===== config.mk =====
export PLATFORM = sky130hd
export DESIGN_NAME = riscv_machine_csr_file
export DESIGN_NICKNAME = d
export VERILOG_FILES = /design/src/rmcsr_pkg.sv /design/src/riscv_machine_csr_file.sv
export SDC_FILE = /design/constraint.sdc
export NUM_CORES = 2
export LEC_CHECK = 0
export ABC_CLOCK_PERIOD_IN_PS = 3040
export BUFFER_PORTS_ARGS = -buffer_cell sky130_fd_sc_hd__buf_2
export CAP_MARGIN = 30
export CORE_MARGIN = 3
export CORE_UTILIZATION = 56
export CTS_BUF_LIST = sky130_fd_sc_hd__clkbuf_2 sky130_fd_sc_hd__clkbuf_4 sky130_fd_sc_hd__clkbuf_8
export DETAILED_ROUTE_END_ITERATION = 8
export GPL_ROUTABILITY_DRIVEN = 1
export PLACE_DENSITY_LB_ADDON = 0.08
export SYNTH_ARGS = -nofsm -noshare
export SYNTH_HDL_FRONTEND = slang
export SYNTH_SLANG_ARGS = --single-unit

===== constraint.sdc =====
create_clock -name aclk -period 3.04 [get_ports aclk]
set_input_delay 0.456 -clock aclk [delete_from_list [all_inputs] [get_ports aclk]]
set_output_delay 0.456 -clock aclk [all_outputs]
set_load 0.005 [all_outputs]

===== src/rmcsr_pkg.sv =====
// rmcsr_pkg: command, address and status codes for the machine csr file
// no dependencies; imported by riscv_machine_csr_file
package rmcsr_pkg;

    localparam int XLEN = 64;

    typedef logic [XLEN-1:0] xword_t;
    typedef logic [11:0]     csr_addr_t;

    // command codes
    typedef enum logic [1:0] {
        CMD_READ  = 2'd0,
        CMD_WRITE = 2'd1,
        CMD_PEND  = 2'd2,
        CMD_NONE  = 2'd3
    } cmd_t;

    // access status codes
    localparam logic [1:0] ST_OK       = 2'd0;
    localparam logic [1:0] ST_DELEG    = 2'd1;
    localparam logic [1:0] ST_UNIMPL   = 2'd2;

    // interrupt target codes
    localparam logic [1:0] TGT_NONE    = 2'd0;
    localparam logic [1:0] TGT_MACHINE = 2'd1;
    localparam logic [1:0] TGT_SUPER   = 2'd2;
    localparam logic [1:0] TGT_USER    = 2'd3;

    // privilege levels
    localparam logic [1:0] PRIV_USER    = 2'd0;
    localparam logic [1:0] PRIV_SUPER   = 2'd2;
    localparam logic [1:0] PRIV_MACHINE = 2'd3;

    // configuration register indexes
    localparam logic CFG_MIDELEG = 1'b0;
    localparam logic CFG_SIDELEG = 1'b1;

    // csr addresses
    localparam csr_addr_t ADDR_SCOUNTEREN = 12'h106;
    localparam csr_addr_t ADDR_SATP       = 12'h180;
    localparam csr_addr_t ADDR_MSTATUS    = 12'h300;
    localparam csr_addr_t ADDR_MISA       = 12'h301;
    localparam csr_addr_t ADDR_MEDELEG    = 12'h302;
    localparam csr_addr_t ADDR_MIDELEG    = 12'h303;
    localparam csr_addr_t ADDR_MIE        = 12'h304;
    localparam csr_addr_t ADDR_MTVEC      = 12'h305;
    localparam csr_addr_t ADDR_MCOUNTEREN = 12'h306;
    localparam csr_addr_t ADDR_MSCRATCH   = 12'h340;
    localparam csr_addr_t ADDR_MHARTID    = 12'hf14;

    // pmpcfg0..3 share addr[11:2], pmpaddr0..15 share addr[11:4]
    localparam logic [9:0] PMPCFG_BASE  = 10'h0e8;
    localparam logic [7:0] PMPADDR_BASE = 8'h3b;

    localparam xword_t MISA_VALUE   = 64'h8000_0000_0014_1129;
    localparam xword_t MSTATUS_MASK = 64'h8000_000F_007F_F9BB;

    localparam int MSTATUS_MIE_BIT = 3;
    localparam int MSTATUS_SIE_BIT = 1;
    localparam int MSTATUS_UIE_BIT = 0;

endpackage


===== src/riscv_machine_csr_file.sv =====
// riscv_machine_csr_file: rv64 machine csr file with interrupt pend check
// an accepted item waits in the input register and moves into the result register when that is empty or taken
// throughput: one item per cycle while results are taken; decode, update and interrupt check are one pass
// s_ready drops only when the input register is full and the result is not taken
// reset: synchronous active-low aresetn clears all csrs, delegation and both valids
// depends on rmcsr_pkg
module riscv_machine_csr_file
    import rmcsr_pkg::*;
(
    input  logic        aclk,
    input  logic        aresetn,

    input  logic        cfg_we,
    input  logic        cfg_index,
    input  logic [63:0] cfg_wdata,

    input  logic        s_valid,
    output logic        s_ready,
    input  logic [1:0]  s_command,
    input  logic [11:0] s_csr_address,
    input  logic [63:0] s_write_data,
    input  logic [1:0]  s_privilege_level,

    output logic        m_valid,
    input  logic        m_ready,
    output logic [63:0] m_read_data,
    output logic [1:0]  m_access_status,
    output logic [1:0]  m_interrupt_target
);

    // input register
    logic      in_vld_reg;
    cmd_t      in_cmd_reg;
    csr_addr_t in_addr_reg;
    xword_t    in_data_reg;
    logic [1:0] in_priv_reg;

    // architectural state
    xword_t mideleg_reg, sideleg_reg;
    xword_t scounteren_reg, satp_reg, mstatus_reg, mie_reg;
    xword_t mtvec_reg, mcounteren_reg, mscratch_reg, mip_reg;

    // result register
    logic       out_vld_reg;
    xword_t     out_data_reg;
    logic [1:0] out_status_reg;
    logic [1:0] out_target_reg;

    logic advance;
    assign advance = in_vld_reg && (!out_vld_reg || m_ready);
    assign s_ready = !in_vld_reg || advance;

    assign m_valid            = out_vld_reg;
    assign m_read_data        = out_data_reg;
    assign m_access_status    = out_status_reg;
    assign m_interrupt_target = out_target_reg;

    // decode
    logic   is_rw, is_zero, is_known;
    xword_t rd_value;
    logic [1:0] acc_status;

    always_comb begin
        is_zero  = (in_addr_reg[11:2] == PMPCFG_BASE) || (in_addr_reg[11:4] == PMPADDR_BASE)
                   || (in_addr_reg == ADDR_MHARTID);
        is_known = 1'b1;
        rd_value = '0;
        unique case (in_addr_reg)
            ADDR_SCOUNTEREN: rd_value = scounteren_reg;
            ADDR_SATP:       rd_value = satp_reg;
            ADDR_MSTATUS:    rd_value = mstatus_reg;
            ADDR_MISA:       rd_value = MISA_VALUE;
            ADDR_MIE:        rd_value = mie_reg;
            ADDR_MTVEC:      rd_value = mtvec_reg;
            ADDR_MCOUNTEREN: rd_value = mcounteren_reg;
            ADDR_MSCRATCH:   rd_value = mscratch_reg;
            default:         is_known = is_zero;
        endcase
        priority if (in_addr_reg == ADDR_MEDELEG || in_addr_reg == ADDR_MIDELEG) begin
            acc_status = ST_DELEG;
        end else if (is_known) begin
            acc_status = ST_OK;
        end else begin
            acc_status = ST_UNIMPL;
        end
        is_rw = (in_cmd_reg == CMD_READ) || (in_cmd_reg == CMD_WRITE);
    end

    // interrupt check against the pending value after the pend
    xword_t mip_or, act;
    logic   m_en, s_en, u_en;
    logic [1:0] target;

    always_comb begin
        mip_or = mip_reg | in_data_reg;
        act    = mie_reg & mip_or;
        m_en   = (in_priv_reg != PRIV_MACHINE) || mstatus_reg[MSTATUS_MIE_BIT];
        // the reserved level counts as below supervisor
        s_en   = (in_priv_reg < PRIV_SUPER)
                 || ((in_priv_reg == PRIV_SUPER) && mstatus_reg[MSTATUS_SIE_BIT]);
        u_en   = (in_priv_reg == PRIV_USER) && mstatus_reg[MSTATUS_UIE_BIT];
        priority if (m_en && ((act & ~mideleg_reg) != '0)) begin
            target = TGT_MACHINE;
        end else if (s_en && ((act & mideleg_reg & ~sideleg_reg) != '0)) begin
            target = TGT_SUPER;
        end else if (u_en && ((act & mideleg_reg & sideleg_reg) != '0)) begin
            target = TGT_USER;
        end else begin
            target = TGT_NONE;
        end
    end

    always_ff @(posedge aclk) begin
        if (!aresetn) begin
            in_vld_reg <= 1'b0;
        end else if (s_ready) begin
            in_vld_reg <= s_valid;
        end
        if (s_ready && s_valid) begin
            in_cmd_reg  <= cmd_t'(s_command);
            in_addr_reg <= s_csr_address;
            in_data_reg <= s_write_data;
            in_priv_reg <= s_privilege_level;
        end
    end

    logic do_write;
    assign do_write = advance && (in_cmd_reg == CMD_WRITE);

    always_ff @(posedge aclk) begin
        if (!aresetn) begin
            mideleg_reg    <= '0;
            sideleg_reg    <= '0;
            scounteren_reg <= '0;
            satp_reg       <= '0;
            mstatus_reg    <= '0;
            mie_reg        <= '0;
            mtvec_reg      <= '0;
            mcounteren_reg <= '0;
            mscratch_reg   <= '0;
            mip_reg        <= '0;
        end else begin
            if (cfg_we) begin
                unique case (cfg_index)
                    CFG_MIDELEG: mideleg_reg <= cfg_wdata;
                    CFG_SIDELEG: sideleg_reg <= cfg_wdata;
                    default:     ;
                endcase
            end
            if (do_write) begin
                unique case (in_addr_reg)
                    ADDR_SCOUNTEREN: scounteren_reg <= in_data_reg;
                    ADDR_SATP:       satp_reg       <= in_data_reg;
                    ADDR_MSTATUS:    mstatus_reg    <= in_data_reg & MSTATUS_MASK;
                    ADDR_MIE:        mie_reg        <= in_data_reg;
                    ADDR_MTVEC:      mtvec_reg      <= in_data_reg;
                    ADDR_MCOUNTEREN: mcounteren_reg <= in_data_reg;
                    ADDR_MSCRATCH:   mscratch_reg   <= in_data_reg;
                    default:         ;
                endcase
            end
            if (advance && (in_cmd_reg == CMD_PEND)) begin
                mip_reg <= mip_or;
            end
        end
    end

    always_ff @(posedge aclk) begin
        if (!aresetn) begin
            out_vld_reg <= 1'b0;
        end else if (advance) begin
            out_vld_reg <= 1'b1;
        end else if (m_ready) begin
            out_vld_reg <= 1'b0;
        end
        if (advance) begin
            out_data_reg   <= (in_cmd_reg == CMD_READ && acc_status == ST_OK) ? rd_value : '0;
            out_status_reg <= is_rw ? acc_status : ST_OK;
            out_target_reg <= (in_cmd_reg == CMD_PEND) ? target : TGT_NONE;
        end
    end

    // a pend never reports an access error
    a_target_ok: assert property (@(posedge aclk) disable iff (!aresetn)
        m_valid && (m_interrupt_target != TGT_NONE) |-> (m_access_status == ST_OK))
        else $error("interrupt target with access error");

    // read data only comes with an ok status
    a_data_ok: assert property (@(posedge aclk) disable iff (!aresetn)
        m_valid && (m_read_data != '0) |-> (m_access_status == ST_OK)
            && (m_interrupt_target == TGT_NONE))
        else $error("read data with error or target");

    // back-pressure only while both stages hold an item
    a_stall: assert property (@(posedge aclk) disable iff (!aresetn)
        !s_ready |-> (in_vld_reg && out_vld_reg && !m_ready))
        else $error("input stalled without full pipeline");

    // a result appears only after an item reached the input register
    a_result_src: assert property (@(posedge aclk) disable iff (!aresetn)
        $rose(m_valid) |-> $past(in_vld_reg))
        else $error("result without input");

endmodule


==> impl_metrics.env <==
export IMPL_clkSinkCount=750
export IMPL_place_hpwl_mm=70.4
export IMPL_grt_usage_pct=36.9
export IMPL_route_detailed_drc=0
export IMPL_fin_crit_sh_pct=101
export IMPL_final_max_slew_violation_count=0
export IMPL_power_density_nw_per_um2=558
export IMPL_ys_warn_count=0
export IMPL_synth_ff_latch_count=750
export IMPL_die_h_um=242
export IMPL_syn_avg_cell_area_um2=9.06
export IMPL_setup_ws_ps=-20.6
export IMPL_globalRouteOverflowTotal=0
export IMPL_cp_arrival_ps=3640
export IMPL_drtPass1Iterations=7
export IMPL_drive_gt1_share_pct=16.6
export IMPL_synth_edf_count=148
export IMPL_seq_area_frac_synth_pct=53.0
export IMPL_start_util_pct=57.2
export IMPL_final_common_cell="nand2_1"
export IMPL_dieArea_um2=58500
export IMPL_drtIter0Drc=3420
export IMPL_routed_wl_mm=113
export IMPL_timing_worst_setup_path_type="register to register"
export IMPL_ys_types=49
export IMPL_vias=28400
export IMPL_whs_ps=52.4
export IMPL_skew_ps=32.7
export IMPL_syn_area_um2=31100
export IMPL_cts_max_level=3
export IMPL_final_cell_mix="nand2_1 (1107), dfxtp_1 (602), a21boi_0 (533)"
export IMPL_ir_drop_mv=0.437
export IMPL_clk_path_buf_depth=3
export IMPL_cts_buffers=119
export IMPL_cap_violations=0
export IMPL_setup_viol=6
export IMPL_worstPathMaxFanout=33
export IMPL_yosysTopAreaCellShare_pct=38.7
export IMPL_first_global_vias=27500
export IMPL_rsz0062_at_grt="yes"
export IMPL_clkLatencyLatePin_ps=750
export IMPL_ys_flop_type="dfxtp_1"
export IMPL_ant_nets=0
export IMPL_end_kind="register"
export IMPL_critPathRequiredTime_ps=3620
export IMPL_finalHoldViolations=0
export IMPL_row_count=85
export IMPL_gp_congestion=0.984
export IMPL_outcome="finished with violations"
export IMPL_violations="setup timing"
export IMPL_path_clk_slew_ps=60
export IMPL_cts_tree="yes"
export IMPL_start_kind="register"
export IMPL_die_x_um=242
export IMPL_netlist_instances=3437
export IMPL_finalNetCount=3916
export IMPL_yosys_area_top_type="dfxtp_1"
export IMPL_max_slew_margin_pct=45.3
export IMPL_p_leak_nw=12.3
export IMPL_antenna_found_initial=2
export IMPL_via_per_inst=6.16
export IMPL_hp_class="primary input to register"
export IMPL_io_pins=220
export IMPL_core_um2=54500
export IMPL_areaGrowthSynthToFinish_pct=21.3
export IMPL_synth_fp_nets=3587
export IMPL_period_minus_slack_ps=3060
export IMPL_wl_per_cell_um=24.6
export IMPL_fillers=4101
export IMPL_final_util_pct=69.4
export IMPL_synthArstFlopShare_pct=0
export IMPL_synthTopCellsByArea="dfxtp_1 (39%), edfxtp_1 (14%), nand2_1 (13%)"
export IMPL_grt_pass1_wl_mm=167
export IMPL_grt_max_degree=105
export IMPL_worst_pin_slew_ps=820
export IMPL_max_freq_mhz=327
export IMPL_port_buffers=219
export IMPL_setup_tns_ps=-59.9
export IMPL_cts_root_buf="clkbuf_8"
-- power by group --
| group | switching [mW] | internal [mW] |
|---|---|---|
| logic | 0.543 | 0.464 |
| registers | 0.241 | 10.4 |
| clock network | 4.10 | 5.37 |
| total | 4.88 | 16.2 |
-- path summary, 6_finish.rpt --
check,startpoint,end,slack (ps),depth (start not counted)
worst min register to register,mcounteren_reg[36]$_SDFFE_PN0P_,mcounteren_reg[36]$_SDFFE_PN0P_,460,2
worst min-delay path,cfg_wdata[17],mideleg_reg[17]$_SDFFE_PN0P_,50,3
worst max-delay path,in_addr_reg[5]$_DFFE_PP_,m_read_data[30]$_SDFFCE_PN0P_,-20,8
worst max register to register,in_addr_reg[5]$_DFFE_PP_,m_read_data[30]$_SDFFCE_PN0P_,-20,8
-- cell families after synthesis --
| group | after synthesis | synth area share, % |
|---|---|---|
| simple gates | 1263 | 16.4 |
| flops | 750 | 53.0 |
| compound gates | 1075 | 26.3 |
| buf+inv | 349 | 4.38 |
-- per-stage QoR --
stage,power (mW),instances,worst slack [ps],instance area (um2)
floorplan,11.1,3437,111,31100
global placement,11.6,4234,95.5,33500
detailed placement,11.6,4234,38.3,33500
CTS,21.1,4599,12.8,37600
global route,21.6,4608,-38.8,37800
finish,21.1,4608,-20.6,37800
-- routing by layer --
metal / vias to the layer above / track usage (%) / share of wire, %
li1: 12700 / - / -
met1: 13800 / 49.2 / 40
met2: 1649 / 60.4 / 47
met3: 273 / 6.35 / 9.5
met4: 0 / 13.4 / 3.5
met5: - / 0 / 0
-- worst max-delay path, stage by stage (launching register included) --
cell and delay (ps):
edfxtp_1 420, or3b_4 440, or4_4 480, nor4_4 250, or3_1 170, nor3_1 60
or4_4 540, buf_12 200, a31oi_1 230
-- Yosys cell counts (23+ instances only) --
master	instances
edfxtp_1	148
a21boi_0	536
inv_1	50
o21ai_0	64
o211ai_1	34
a31oi_1	35
o22ai_1	34
a22oi_1	126
o2111ai_1	64
nand2_1	1112
clkbuf_1	266
dfxtp_1	602
nor2b_1	69
a222oi_1	40
buf_1	23
o32ai_1	31
a21oi_1	75
-- repair_timing --
item | CTS | global route
endpoints found under the setup margin | 0 | 95
hold endpoints to repair | 195 | 0
hold buffers | 143 | 0
resized for setup | 0 | 13
buffers inserted | 0 | 3
-- cell type report --
type | instances | area [um2] | area share [%]
flip-flops and latches | 750 | 16500 | 43.7
repair buffers | 507 | 4090 | 10.8
clock buffers | 197 | 2420 | 6.42
diodes | 2 | 5.00 | 0.0133
inverters | 50 | 189 | 0.500
well taps | 739 | 925 | 2.45
clock inverters | 25 | 246 | 0.653
multi-input cells | 2338 | 13400 | 35.5
Power figures use the tool's default switching activity.
